**src/rtl/core/mq3s_pkg.sv**
```systemverilog
// Package for the median-of-three quicksort block.
// Holds payload structs, FSM state type and controller/datapath command types.
package mq3s_pkg;

  typedef struct packed {
    logic signed [31:0] value;
    logic               is_last;
  } in_item_t;

  typedef struct packed {
    logic signed [31:0] sorted_value;
    logic               end_of_set;
  } out_item_t;

  typedef enum logic [4:0] {
    ST_LOAD,
    ST_INIT,
    ST_POP,
    ST_POP_W,
    ST_RANGE,
    ST_RD_LO,
    ST_RD_HI,
    ST_RD_MID,
    ST_PIVOT,
    ST_SCAN_L,
    ST_SCAN_LW,
    ST_SCAN_R,
    ST_SCAN_RW,
    ST_SWAP_W,
    ST_SWAP_W2,
    ST_PART_END,
    ST_PAIR_RD,
    ST_PAIR_W,
    ST_PAIR_LO,
    ST_PAIR_LO1,
    ST_EMIT_RD,
    ST_EMIT
  } state_t;

  // Memory address select.
  typedef enum logic [3:0] {
    A_LO, A_HI1, A_MID, A_LC, A_RC, A_LO1, A_EMIT, A_LC1, A_RC1
  } addr_sel_t;

  // Commands from controller to datapath.
  typedef struct packed {
    logic      store_in;    // write input value at count
    logic      clr_count;
    logic      init_stack;  // sp <= 0, push (0,count)
    logic      pop;         // read top of stack into lo/hi
    logic      rd_en;
    addr_sel_t rd_sel;
    logic      cap_a;
    logic      cap_b;
    logic      cap_c;
    logic      set_pivot;   // pivot <= med3(a,b,c), cursors reset
    logic      inc_lc;
    logic      dec_rc;
    logic      wr_lc_b;     // mem[lc] <= b (value at rc)
    logic      wr_rc_a;     // mem[rc] <= a (value at lc)
    logic      swap_adv;    // lc++, rc--
    logic      part_end;    // push (lo, rc+1), lo <= lc
    logic      pair_wr_lo;  // mem[lo] <= b
    logic      pair_wr_lo1; // mem[lo+1] <= a
    logic      emit_clr;
    logic      emit_inc;
    logic      out_load;
  } cmd_t;

  // Status from datapath to controller.
  typedef struct packed {
    logic full;
    logic count_zero;
    logic stack_empty;
    logic range_small;  // hi - lo <= 2
    logic range_two;    // hi - lo == 2
    logic range_done;   // hi <= lo
    logic scan_l_go;    // lc < hi-1 && mem[lc] < pivot (with rdata in a)
    logic scan_r_go;
    logic cross_ok;     // lc <= rc
    logic pair_swap;    // a > b
    logic emit_last;
  } stat_t;

endpackage

```
**src/rtl/core/mq3s_datapath.sv**
```systemverilog
// Datapath of the quicksort block: element store, range stack, cursors, pivot.
// Depends on mq3s_pkg.
module mq3s_datapath #(
  parameter int MAX_ITEMS = 64
) (
  input  logic               clk,
  input  logic               rst,
  input  mq3s_pkg::cmd_t     cmd,
  input  logic signed [31:0] in_value,
  output mq3s_pkg::stat_t    stat,
  output logic signed [31:0] out_value
);
  import mq3s_pkg::*;

  localparam int AW = (MAX_ITEMS > 1) ? $clog2(MAX_ITEMS) : 1;
  localparam int CW = AW + 1;
  localparam logic [CW-1:0] MAXC = CW'(MAX_ITEMS);

  logic signed [31:0] mem [MAX_ITEMS];
  logic signed [31:0] rdata;
  logic [2*CW-1:0]    stk [MAX_ITEMS];
  logic [2*CW-1:0]    stk_rd;

  logic [CW-1:0] count, sp, lo, hi, lc, rc, ei;
  logic signed [31:0] a, b, c, pivot;
  logic [CW-1:0] rd_addr, wr_addr, hi1, mid, sum_half;
  logic [CW:0]   sum;
  logic signed [31:0] wr_data, med;
  logic wr_en;
  logic [CW-1:0] push_hi;
  logic pop_d;

  assign hi1 = hi - CW'(1);
  assign sum = {1'b0, lo} + {1'b0, hi};
  assign sum_half = sum[CW:1];
  assign mid = sum_half;
  assign push_hi = rc + CW'(1);

  always_comb begin
    case (cmd.rd_sel)
      A_LO:    rd_addr = lo;
      A_HI1:   rd_addr = hi1;
      A_MID:   rd_addr = mid;
      A_LC:    rd_addr = lc;
      A_RC:    rd_addr = rc;
      A_LO1:   rd_addr = lo + CW'(1);
      A_EMIT:  rd_addr = ei;
      A_LC1:   rd_addr = lc + CW'(1);
      A_RC1:   rd_addr = rc - CW'(1);
      default: rd_addr = lo;
    endcase
  end

  always_comb begin
    wr_en = 1'b1;
    wr_addr = count;
    wr_data = in_value;
    if (cmd.store_in) begin
      wr_en = (count < MAXC);
    end else if (cmd.wr_lc_b) begin
      wr_addr = lc; wr_data = b;
    end else if (cmd.wr_rc_a) begin
      wr_addr = rc; wr_data = a;
    end else if (cmd.pair_wr_lo) begin
      wr_addr = lo; wr_data = b;
    end else if (cmd.pair_wr_lo1) begin
      wr_addr = lo + CW'(1); wr_data = a;
    end else begin
      wr_en = 1'b0;
    end
  end

  always_ff @(posedge clk) begin
    if (wr_en) mem[wr_addr[AW-1:0]] <= wr_data;
    if (cmd.rd_en) rdata <= mem[rd_addr[AW-1:0]];
  end

  // Median of three from captured registers.
  always_comb begin
    if ((a <= b && b <= c) || (c <= b && b <= a)) med = b;
    else if ((b <= a && a <= c) || (c <= a && a <= b)) med = a;
    else med = c;
  end

  logic push_en;
  logic [2*CW-1:0] push_data;
  logic [CW-1:0] push_len;
  assign push_len = push_hi - lo;
  always_comb begin
    push_en = 1'b0;
    push_data = {lo, push_hi};
    if (cmd.init_stack) begin
      push_en = (count >= CW'(2));
      push_data = {{CW{1'b0}}, count};
    end else if (cmd.part_end) begin
      push_en = (push_hi > lo) && (push_len >= CW'(2));
    end
  end

  always_ff @(posedge clk) begin
    if (push_en) stk[(cmd.init_stack ? {AW{1'b0}} : sp[AW-1:0])] <= push_data;
    if (cmd.pop) stk_rd <= stk[sp[AW-1:0] - AW'(1)];
  end

  // Range registers are loaded from the popped stack entry after it is registered in stk_rd and pop_d.
  always_ff @(posedge clk) begin
    if (rst) begin
      count <= '0; sp <= '0; ei <= '0;
      lo <= '0; hi <= '0; lc <= '0; rc <= '0; pivot <= '0;
      pop_d <= 1'b0;
    end else begin
      pop_d <= cmd.pop;
      if (pop_d) begin
        lo <= stk_rd[2*CW-1:CW];
        hi <= stk_rd[CW-1:0];
      end
      if (cmd.store_in && count < MAXC) count <= count + CW'(1);
      if (cmd.clr_count) count <= '0;
      if (cmd.init_stack) sp <= push_en ? CW'(1) : '0;
      else if (cmd.pop) sp <= sp - CW'(1);
      else if (push_en) sp <= sp + CW'(1);
      if (cmd.set_pivot) begin
        pivot <= med; lc <= lo; rc <= hi1;
      end
      if (cmd.inc_lc || cmd.swap_adv) lc <= lc + CW'(1);
      if (cmd.dec_rc || cmd.swap_adv) rc <= rc - CW'(1);
      if (cmd.part_end) lo <= lc;
      if (cmd.emit_clr) ei <= '0;
      if (cmd.emit_inc) ei <= ei + CW'(1);
    end
  end

  always_ff @(posedge clk) begin
    if (cmd.cap_a) a <= rdata;
    if (cmd.cap_b) b <= rdata;
    if (cmd.cap_c) c <= rdata;
    if (cmd.out_load) out_value <= rdata;
  end

  // The right cursor may step below the range start after an exchange at
  // index zero, so the crossing test compares against rc + 1.
  logic [CW-1:0] rlen;
  assign rlen = hi - lo;
  always_comb begin
    stat.full        = (count >= MAXC);
    stat.count_zero  = (count == '0);
    stat.stack_empty = (sp == '0);
    stat.range_small = (rlen <= CW'(2));
    stat.range_two   = (rlen == CW'(2));
    stat.range_done  = (hi <= lo);
    stat.scan_l_go   = (lc < hi1) && (rdata < pivot);
    stat.scan_r_go   = (rc > lo) && (rdata > pivot);
    stat.cross_ok    = (lc < push_hi);
    stat.pair_swap   = (a > b);
    stat.emit_last   = (ei + CW'(1) == count);
  end

endmodule

```
**src/rtl/core/mq3s_ctrl.sv**
```systemverilog
// Controller state machine of the quicksort block.
// Depends on mq3s_pkg.
module mq3s_ctrl (
  input  logic            clk,
  input  logic            rst,
  input  logic            in_valid,
  input  logic            in_last,
  output logic            in_stall,
  output logic            out_valid,
  output logic            out_last,
  input  logic            out_stall,
  input  mq3s_pkg::stat_t stat,
  output mq3s_pkg::cmd_t  cmd
);
  import mq3s_pkg::*;

  state_t state, state_next;
  logic ovalid, ovalid_next, olast, olast_next;
  logic in_fire, out_free;

  assign in_stall  = (state != ST_LOAD);
  assign in_fire   = in_valid && (state == ST_LOAD);
  assign out_valid = ovalid;
  assign out_last  = olast;
  assign out_free  = !ovalid || !out_stall;

  always_ff @(posedge clk) begin
    if (rst) begin
      state <= ST_LOAD; ovalid <= 1'b0; olast <= 1'b0;
    end else begin
      state <= state_next; ovalid <= ovalid_next; olast <= olast_next;
    end
  end

  always_comb begin
    state_next = state;
    unique case (state)
      ST_LOAD:     if (in_fire && in_last) state_next = ST_INIT;
      ST_INIT:     state_next = ST_POP;
      ST_POP:      state_next = stat.stack_empty ? ST_EMIT_RD : ST_POP_W;
      ST_POP_W:    state_next = ST_RANGE;
      ST_RANGE:    state_next = stat.range_small ?
                                (stat.range_two ? ST_PAIR_RD : ST_POP) : ST_RD_LO;
      ST_RD_LO:    state_next = ST_RD_HI;
      ST_RD_HI:    state_next = ST_RD_MID;
      ST_RD_MID:   state_next = ST_PIVOT;
      ST_PIVOT:    state_next = ST_SCAN_L;
      ST_SCAN_L:   state_next = stat.cross_ok ? ST_SCAN_LW : ST_PART_END;
      ST_SCAN_LW:  state_next = stat.scan_l_go ? ST_SCAN_LW : ST_SCAN_R;
      ST_SCAN_R:   state_next = ST_SCAN_RW;
      ST_SCAN_RW:  state_next = stat.scan_r_go ? ST_SCAN_RW :
                                (stat.cross_ok ? ST_SWAP_W : ST_PART_END);
      ST_SWAP_W:   state_next = ST_SWAP_W2;
      ST_SWAP_W2:  state_next = ST_SCAN_L;
      ST_PART_END: state_next = ST_RANGE;
      ST_PAIR_RD:  state_next = ST_PAIR_W;
      ST_PAIR_W:   state_next = ST_PAIR_LO;
      ST_PAIR_LO:  state_next = ST_PAIR_LO1;
      ST_PAIR_LO1: state_next = ST_POP;
      ST_EMIT_RD:  state_next = stat.count_zero ? ST_LOAD : ST_EMIT;
      ST_EMIT:     if (out_free) state_next = stat.emit_last ? ST_LOAD : ST_EMIT_RD;
      default:     state_next = ST_LOAD;
    endcase
  end

  // The cycle-by-cycle commands. Reads are registered; rdata is
  // valid in the state after the one that issued rd_en. While a scan keeps
  // moving, the next cursor position is read ahead.
  always_comb begin
    cmd = '0;
    ovalid_next = ovalid && out_stall;
    olast_next = olast;
    unique case (state)
      ST_LOAD: begin
        cmd.store_in = in_fire;
      end
      ST_INIT: cmd.init_stack = 1'b1;
      ST_POP:  begin
        cmd.pop = !stat.stack_empty;
        cmd.emit_clr = stat.stack_empty;
        cmd.rd_en = 1'b1;
        cmd.rd_sel = A_EMIT;
      end
      ST_POP_W: ;
      ST_RANGE: begin
        cmd.rd_en = 1'b1;
        cmd.rd_sel = A_LO;
        if (stat.range_done) cmd = '0;
      end
      ST_RD_LO: begin
        cmd.cap_a = 1'b1; cmd.rd_en = 1'b1; cmd.rd_sel = A_HI1;
      end
      ST_RD_HI: begin
        cmd.cap_b = 1'b1; cmd.rd_en = 1'b1; cmd.rd_sel = A_MID;
      end
      ST_RD_MID: cmd.cap_c = 1'b1;
      ST_PIVOT:  cmd.set_pivot = 1'b1;
      ST_SCAN_L: begin
        cmd.rd_en = 1'b1; cmd.rd_sel = A_LC;
      end
      ST_SCAN_LW: begin
        cmd.cap_a = 1'b1;
        cmd.rd_en = 1'b1;
        if (stat.scan_l_go) begin
          cmd.inc_lc = 1'b1; cmd.rd_sel = A_LC1;
        end else begin
          cmd.rd_sel = A_RC;
        end
      end
      ST_SCAN_R: begin
        cmd.rd_en = 1'b1; cmd.rd_sel = A_RC;
      end
      ST_SCAN_RW: begin
        cmd.cap_b = 1'b1;
        if (stat.scan_r_go) begin
          cmd.dec_rc = 1'b1; cmd.rd_en = 1'b1; cmd.rd_sel = A_RC1;
        end
      end
      // An exchange uses two writes, ST_SWAP_W then ST_SWAP_W2, on the single
      // write port, and the cursors step past the exchanged pair with the second write.
      ST_SWAP_W:  cmd.wr_lc_b = 1'b1;
      ST_SWAP_W2: begin
        cmd.wr_rc_a = 1'b1; cmd.swap_adv = 1'b1;
      end
      ST_PART_END: cmd.part_end = 1'b1;
      ST_PAIR_RD: begin
        cmd.cap_a = 1'b1; cmd.rd_en = 1'b1; cmd.rd_sel = A_LO1;
      end
      ST_PAIR_W: begin
        cmd.cap_b = 1'b1;
      end
      ST_PAIR_LO:  cmd.pair_wr_lo = stat.pair_swap;
      ST_PAIR_LO1: cmd.pair_wr_lo1 = stat.pair_swap;
      ST_EMIT_RD: begin
        cmd.rd_en = 1'b1; cmd.rd_sel = A_EMIT;
        if (stat.count_zero) cmd.clr_count = 1'b1;
      end
      ST_EMIT: begin
        if (out_free) begin
          cmd.out_load = 1'b1;
          cmd.emit_inc = 1'b1;
          ovalid_next = 1'b1;
          olast_next = stat.emit_last;
          cmd.rd_en = 1'b1;
          cmd.rd_sel = A_EMIT;
          if (stat.emit_last) cmd.clr_count = 1'b1;
        end
      end
      default: ;
    endcase
  end

endmodule

```
**src/rtl/core/median_of_three_quicksort.sv**
```systemverilog
// Top level of the median-of-three quicksort block.
// Depends on mq3s_pkg, mq3s_ctrl and mq3s_datapath.
//
//   channel | direction | payload    | handshake
//   in      | input     | in_item_t  | in_valid / in_stall
//   out     | output    | out_item_t | out_valid / out_stall
//
// Loading takes one transfer per cycle. After the closing transfer the block
// sorts in place through one store access a cycle: each scan step reads one
// value, each exchange writes both values and then restarts the scans, each
// partition first reads three pivot candidates, and a range of two is sorted
// by one compare and at most two writes. Results then leave one at a time,
// a read and an emit state each, while out_stall is low; a stalled result
// holds and freezes the emit. Reset (rst, synchronous) clears counts, stack
// pointer and state; the store needs no clearing since only written entries
// are read. in_stall is high from the closing transfer until the last result
// enters the output register.
module median_of_three_quicksort #(
  parameter int MAX_ITEMS = 64
) (
  input  logic                clk,
  input  logic                rst,
  input  logic                in_valid,
  output logic                in_stall,
  input  mq3s_pkg::in_item_t  in_data,
  output logic                out_valid,
  input  logic                out_stall,
  output mq3s_pkg::out_item_t out_data
);
  import mq3s_pkg::*;

  cmd_t  cmd;
  stat_t stat;
  logic  olast;
  logic signed [31:0] oval;

  // The controller sequences loading, partitioning and emitting; the
  // datapath holds the store, the range stack and the cursors.
  mq3s_ctrl u_ctrl (
    .clk, .rst,
    .in_valid, .in_last(in_data.is_last), .in_stall,
    .out_valid, .out_last(olast), .out_stall,
    .stat, .cmd
  );

  mq3s_datapath #(.MAX_ITEMS(MAX_ITEMS)) u_dp (
    .clk, .rst,
    .cmd,
    .in_value(in_data.value),
    .stat,
    .out_value(oval)
  );

  assign out_data.sorted_value = oval;
  assign out_data.end_of_set   = olast;

endmodule

```
**config.mk**
```make
export PLATFORM = sky130hd
export DESIGN_NAME = median_of_three_quicksort
export DESIGN_NICKNAME = d
export VERILOG_FILES = /design/src/rtl/core/mq3s_pkg.sv /design/src/rtl/core/mq3s_datapath.sv /design/src/rtl/core/mq3s_ctrl.sv /design/src/rtl/core/median_of_three_quicksort.sv
export SDC_FILE = /design/constraint.sdc
export NUM_CORES = 2
export LEC_CHECK = 0
export ABC_AREA = 1
export CORE_ASPECT_RATIO = 1.5
export CORE_MARGIN = 2
export CORE_UTILIZATION = 35
export DETAILED_ROUTE_END_ITERATION = 10
export DONT_BUFFER_PORTS = 1
export PLACE_DENSITY = 0.59
export SLEW_MARGIN = 20
export SYNTH_ARGS = -nofsm -noshare
export SYNTH_HDL_FRONTEND = slang
export SYNTH_SLANG_ARGS = --single-unit
```
**constraint.sdc**
```tcl
create_clock -name clk -period 6.35 [get_ports clk]
set_input_delay 0 -clock clk [delete_from_list [all_inputs] [get_ports clk]]
set_output_delay 0 -clock clk [all_outputs]
set_load 0.02 [all_outputs]
```
### Word level (Yosys, flattened, before mapping)

Memories as Yosys holds them, arrays and structs flattened. A register that Yosys moved wholly into a read port is not among the register bits.
Cells that the tools add are included.

* input bits: 37
* RAM bits: 2944
* memories kept: 2
* flip-flop bits (word level): 217
* output and inout port bits: 35

Memory list
* u_dp.mem: depth 64, width 32, read ports 1, clocked after memory_dff 1, write ports 1, RTL line mq3s_datapath.sv:19 `logic signed [31:0] mem [MAX_ITEMS];`
* u_dp.stk: depth 64, width 14, read ports 1, clocked after memory_dff 1, write ports 1, RTL line mq3s_datapath.sv:21 `logic [2*CW-1:0] stk [MAX_ITEMS];`

* mux-type cells: 80
* magnitude comparators: 18
* reduce and logical (&&, ||, !) cells: 37
* equality and inequality tests: 33
* add/sub/neg operators: 13

Operator list (count)
* $mux W32: 7
* $le A32 B32 Y1: 6
* $pmux W5 S19: 1
* $mux W7: 11
* $gt A32 B32 Y1: 2
* $mux W5: 10
* $pmux W5 S10: 1
* $pmux W6 S8: 1
* $eq A5 B4 Y1 const B: 8
* $mux W6: 6
* $add A7 B1 Y7 const B: 5
* $lt A32 B32 Y1: 1
* $eq A5 B5 Y1 const B: 6
* $pmux W1 S2: 14
* $sub A7 B1 Y7 const B: 3
* $eq A5 B3 Y1 const B: 4
* $mux W1: 20
* $mux W20: 1
* $eq A4 B3 Y1 const B: 4
* $ge A7 B2 Y1 const B: 2
* $gt A7 B7 Y1: 2
* $logic_not A7 Y1: 2
* $lt A7 B7 Y1: 2
* $mux W14: 1
* 30 further kinds: 61

### Depth between registers and ports, before layout

* depth in word-level cells: 10
* mapped depth: 32

### Modules after synthesis

Synthesis repeated with hierarchy kept, for this count alone.

* cells, all modules: 12271
* area, all modules: 140935.2 um^2

Modules (own cells, without submodules)
* mq3s_datapath: times used 1, area each 140101.9 um^2, seq. area each 95271.4 um^2, cells each 12114
* mq3s_ctrl: times used 1, area each 825.8 um^2, seq. area each 140.1 um^2, cells each 156
* median_of_three_quicksort: times used 1, area each 7.5 um^2, seq. area each 0.0 um^2, cells each 1

### Worst setup path before layout

No wires, ideal clock.

* path kind: flip-flop to flip-flop
* start point: register u_dp.b[19]
* end point: memory u_dp.mem[0][1], data pin
* slack: 1.292 ns
* path buffers: 2
* clock period less this slack: 5.058 ns
* arrival: 4.510 ns
* cell stages (with the launch flop): 20
* cell sequence: edfxtp_1 -> inv_1 -> ha_1 -> a21oi_1 -> o21ai_1 -> nand3_1 -> nand2_1 -> nand2_1 -> a21oi_1 -> a211oi_1 -> nand2_1 -> xnor2_2 -> nand3_1 -> clkbuf_1 -> clkbuf_1 -> o21ai_0 -> nand2_1 -> o21ai_0 -> a21oi_1 -> a21oi_1

* cells in the longest elaborated chain, start to end: 7
* elaborated cells between the ends (all ways): 8

Ends and longest elaborated chain
* start: declaration: RTL line mq3s_datapath.sv:25 `logic signed [31:0] a, b, c, pivot;`
* start signal: assignment: RTL line mq3s_datapath.sv:135 `if (cmd.cap_b) b <= rdata;`
* $gt A32 B32 Y1 *: RTL line mq3s_datapath.sv:154 `stat.pair_swap = (a > b);`
* $pmux W1 S2: RTL line mq3s_ctrl.sv:73 `unique case (state)`
* $mux W32: RTL line mq3s_datapath.sv:66 `end else if (cmd.pair_wr_lo1) begin`
* $mux W32 *: RTL line mq3s_datapath.sv:64 `end else if (cmd.pair_wr_lo) begin`
* $mux W32 *: RTL line mq3s_datapath.sv:62 `end else if (cmd.wr_rc_a) begin`
* $mux W32 *: RTL line mq3s_datapath.sv:60 `end else if (cmd.wr_lc_b) begin`
* $mux W32 *: RTL line mq3s_datapath.sv:58 `if (cmd.store_in) begin`
* net u_dp.wr_data[1]: RTL line mq3s_datapath.sv:28 `logic signed [31:0] wr_data, med;`
* end: declaration: RTL line mq3s_datapath.sv:19

The timed path passes the listed nets; every way through them passes the cells marked *.

### Worst setup path after layout

* start point: register u_dp.hi[0]
* end point: register u_dp.rdata[3] (read register of u_dp.mem), data pin

* cells in the longest elaborated chain, start to end: 7
* elaborated cells between the ends (all ways): 17

Ends and longest elaborated chain
* start: declaration: RTL line mq3s_datapath.sv:24 `logic [CW-1:0] count, sp, lo, hi, lc, rc, ei;`
* start signal: assignment: RTL line mq3s_datapath.sv:115 `hi <= stk_rd[CW-1:0];`
* $sub A7 B1 Y7: RTL line mq3s_datapath.sv:33 `assign hi1 = hi - CW'(1);`
* $lt A7 B7 Y1: RTL line mq3s_datapath.sv:151 `stat.scan_l_go = (lc < hi1) && (rdata < pivot);`
* $logic_and A1 B1 Y1: RTL line mq3s_datapath.sv:151
* $mux W2: RTL line mq3s_ctrl.sv:104 `if (stat.scan_l_go) begin`
* $pmux W5 S10: RTL line mq3s_ctrl.sv:73
* $eq A4 B4 Y1, or another cell as far along: RTL line mq3s_datapath.sv:40 `case (cmd.rd_sel)`
* $pmux W6 S8: RTL line mq3s_datapath.sv:40
* end: declaration: RTL line mq3s_datapath.sv:20 `logic signed [31:0] rdata;`

Parallel ways exist; a longest one is shown, timed or not.
A chain may end at the register's enable or synchronous reset.

==> reports/qor.yml <==
drt:
  routed_via_density: 5.38
  antenna_left: 0
  routedWlPerCell_um: 25.1
  vias: 96700
  routed_wl_um: 451000
  first_pass_iters: 6
  drc: 0
  drtIter0Drc: 9435
timing:
  slew_headroom_pct: 20.4
  period_minus_slack_ps: 6280
  hold_viol: 0
  setup_viol: 0
  period_share_pct: 98.9
  maxSlewViolCount: 0
  worst_pin_slew_ps: 1190
  rsz0062_at_grt: "false"
  fmax_mhz: 159
  tns_ps: 0
  fin_worst_skew_ps: 87.3
power_and_ir_drop:
  pwr-share-clk_pct: 28.7
  switchingPower_mw: 24.0
  seq_power_share_pct: 37.9
  ir_drop_v: 0.000415
  power_density_nw_per_um2: 397
  internal-power_mw: 40.2
  p_comb_share_pct: 33.4
  power_mw: 64.2
  leakage_nw: 59.1
  sw_frac_of_total_pct: 37.4
min_path:
  min_path_type: "input port to flop"
  hp-start: "in_valid"
  hold-path-endpoint: "u_dp.count[0]"
  hold_depth: 5
job:
  maxCapViolCount: 0
finish:
  drive_above_1_share_pct: 8.57
  multi_input_area_um2: 38800
  seqCellArea_um2: 95400
  final_nets: 12600
  final_common_cell: "edfxtp_1"
  nFillCells: 38200
  syn2layout_area_growth_pct: 13.7
  mostFrequentLayoutCells: "edfxtp_1, nand3_1, nand2_1"
  fin_util_pct: 40.0
setup_path:
  cp_slowest_stage_delay_ps: 620
  worst_ep_required_time_ps: 6960
  r2r_setup_slack_ps: 70
  r2r_end: "u_dp.rdata[3]"
  arrival_ps: 6900
  cp-start-kind: "flop"
  cpMostUsedCell: "nand3_1"
  cp-startpoint: "u_dp.hi[0]"
  crit_type: "flop to flop"
  crit_family: "simple AND/OR/NAND/NOR gates"
  path_cells: "inv_1, ha_1, xnor2_1, ha_1, a21oi_1, o21ai_0, a21oi_1, nand4_2, nand3_1, nor2_2, nand2_1, o2111ai_1, nor2_4, buf_12, buf_4, nand3_1, nand3_1, nand3_1, nand3_1, nand2_1"
  crit_path_top_delay_cell: "nand3_1"
  cp_max_fo: 36
  rr_worst_depth: 20
  endpoint_kind: "flop"
  r2r_start: "u_dp.hi[0]"
  cp_num_buf_inv: 3
synth:
  syn_nets: 12600
  yosys_warnings: 0
  synth_flop_cell: "edfxtp_1"
  syn-cell-area_um2: 142000
  ys_seq_elements: 3207
  synth_edf_count: 3118
  async_flop_share_pct: 0
  netlist_instances: 12400
  yosysSeqAreaShare_pct: 67.2
  avgSynthCellArea_um2: 11.5
  yosysUniqueCellTypes: 57
clocking:
  post_cts_resized: 0
  numCtsBuffers: 312
  cts.sinks: 3207
  cts_tree: "built"
  worstSkewPairLatency_ps: 940
  htree_levels: 5
  clk_pin_slew_ps: 70
  clockBufferDepth: 4
  cts.root.buffer_cell: "clkbuf_16"
die:
  core-area_um2: 404000
  fp-row-count: 286
  io_pins: 72
  fp.dieH_um: 784
  die_x_um: 524
  dieArea_um2: 411000
  initial_core_util_pct: 35.1
global_route:
  gr-total-overflow: 0
  antenna_found_initial: 10
  grtUsageTotal_pct: 21.4
  grt_pass1_wl_um: 649000
  grt_max_degree: 178
  grt_pass1_vias: 94400
run_status:
  status: "finished, final reports clean"
place:
  finalWeightedCongestion: 0.925
  io_buffer_count: 0
  hpwlAfterDp_um: 270000
[power by group through the flow]
stage	combinational [mW]	sequential, mW	clock, mW
after global placement	21.2	24.8	0
final	21.4	24.3	18.4
after detailed placement	21.3	24.8	0
after floorplan	12.2	24.6	0
after CTS	21.4	24.3	18.7
after global routing	22.8	24.3	19.4
[per-stage QoR]
stage / hold slack [ps] / setup WS, ps / cell area (um2) / instances
finish: 66.0 / 69.8 / 162000 / 18000
global route: 76.1 / 48.6 / 162000 / 18000
CTS: 6.79 / 217 / 162000 / 18000
detailed placement: 122 / 307 / 152000 / 17400
global placement: 122 / 320 / 151000 / 17400
floorplan: 185 / 1290 / 142000 / 12400
[cells in the mapped netlist, types with 6 or more instances]
master    number  share of area, %
edfxtp_1    3118                66
a21oi_1      280              0.99
o21ai_0      459               1.6
nand3b_1     764               4.0
dfxtp_1       89               1.3
buf_1        104              0.27
mux2i_1      154               1.1
nand3_1     2364               8.3
buf_4         27              0.14
ha_1         182               1.6
o22ai_1       15             0.066
clkbuf_1     411               1.1
nand4_1       41              0.18
inv_1       1437               3.8
a221oi_1       6             0.037
nand2_1     1550               4.1
buf_6         13              0.10
xor2_1        38              0.23
nor2_1       637               1.7
o32ai_1       59              0.36
a211oi_1      22              0.12
nor3_1        39              0.14
buf_2        249              0.88
inv_2         16             0.042
o221ai_1     166               1.0
nor4_1         7             0.031
xnor2_1       11             0.068
o211ai_1      81              0.43
[routing by layer]
layer	GRT usage (%)	wire, um	vias to the layer above
li1	-	-	43800
met1	24.2	163000	48200
met2	36.9	224000	3572
met3	2.61	25700	1036
met4	15.6	37400	2
met5	0	10	-
[layout make-up]
type | count | share of cell area [%]
flip-flops and latches | 3207 | 59.1
repair buffers | 476 | 3.26
well taps | 5328 | 4.13
multi-input cells | 6933 | 24.0
clock inverters | 165 | 0.927
clock buffers | 391 | 5.17
diodes | 5 | 0.00774
inverters | 1458 | 3.41
[worst register-to-register path: cells and delay by family, from the launching register on]
kind / cells / cell delay, ps
xor gates and xnor gates: 1 / 420
AOI/OAI and AO/OA: 4 / 970
adders and majority gates: 2 / 600
buffers and inverters: 3 / 1120
DFF: 1 / 460
and+or+nand+nor: 10 / 2400
[timing repair]
action	4_1_cts	5_1_grt
buffers inserted	0	0
hold endpoints to repair	121	0
setup endpoints to repair	0	0
hold buffers	13	0
[cells by family after synthesis]
family	share of synthesized area, %
mux	1.09
fa+ha+maj	1.66
simple gates	18.6
flops	67.2
buf+inv	6.34
compound gates	4.81
xor+xnor	0.314
[registers in the layout, summed over array words and instances, names as in the netlist, 32 cells and up]
name            cells
u_dp.pivot         32
u_dp.out_value     32
u_dp.c             32
u_dp.stk          896
u_dp.b             32
u_dp.a             32
u_dp.rdata         32
u_dp.mem         2048
[worst max path at each step]
stage	depth (start not counted)	slack [ps]	to
3_3_place_gp	18	320	u_dp.mem[22][0]
3_5_place_dp	22	310	u_dp.rdata[3]
6_report	20	70	u_dp.rdata[3]
4_1_cts	22	220	u_dp.rdata[3]
2_1_floorplan	19	1290	u_dp.mem[0][1]
5_1_grt	18	50	u_dp.mem[22][10]
Note: power is estimated with default switching activity, not from simulation.
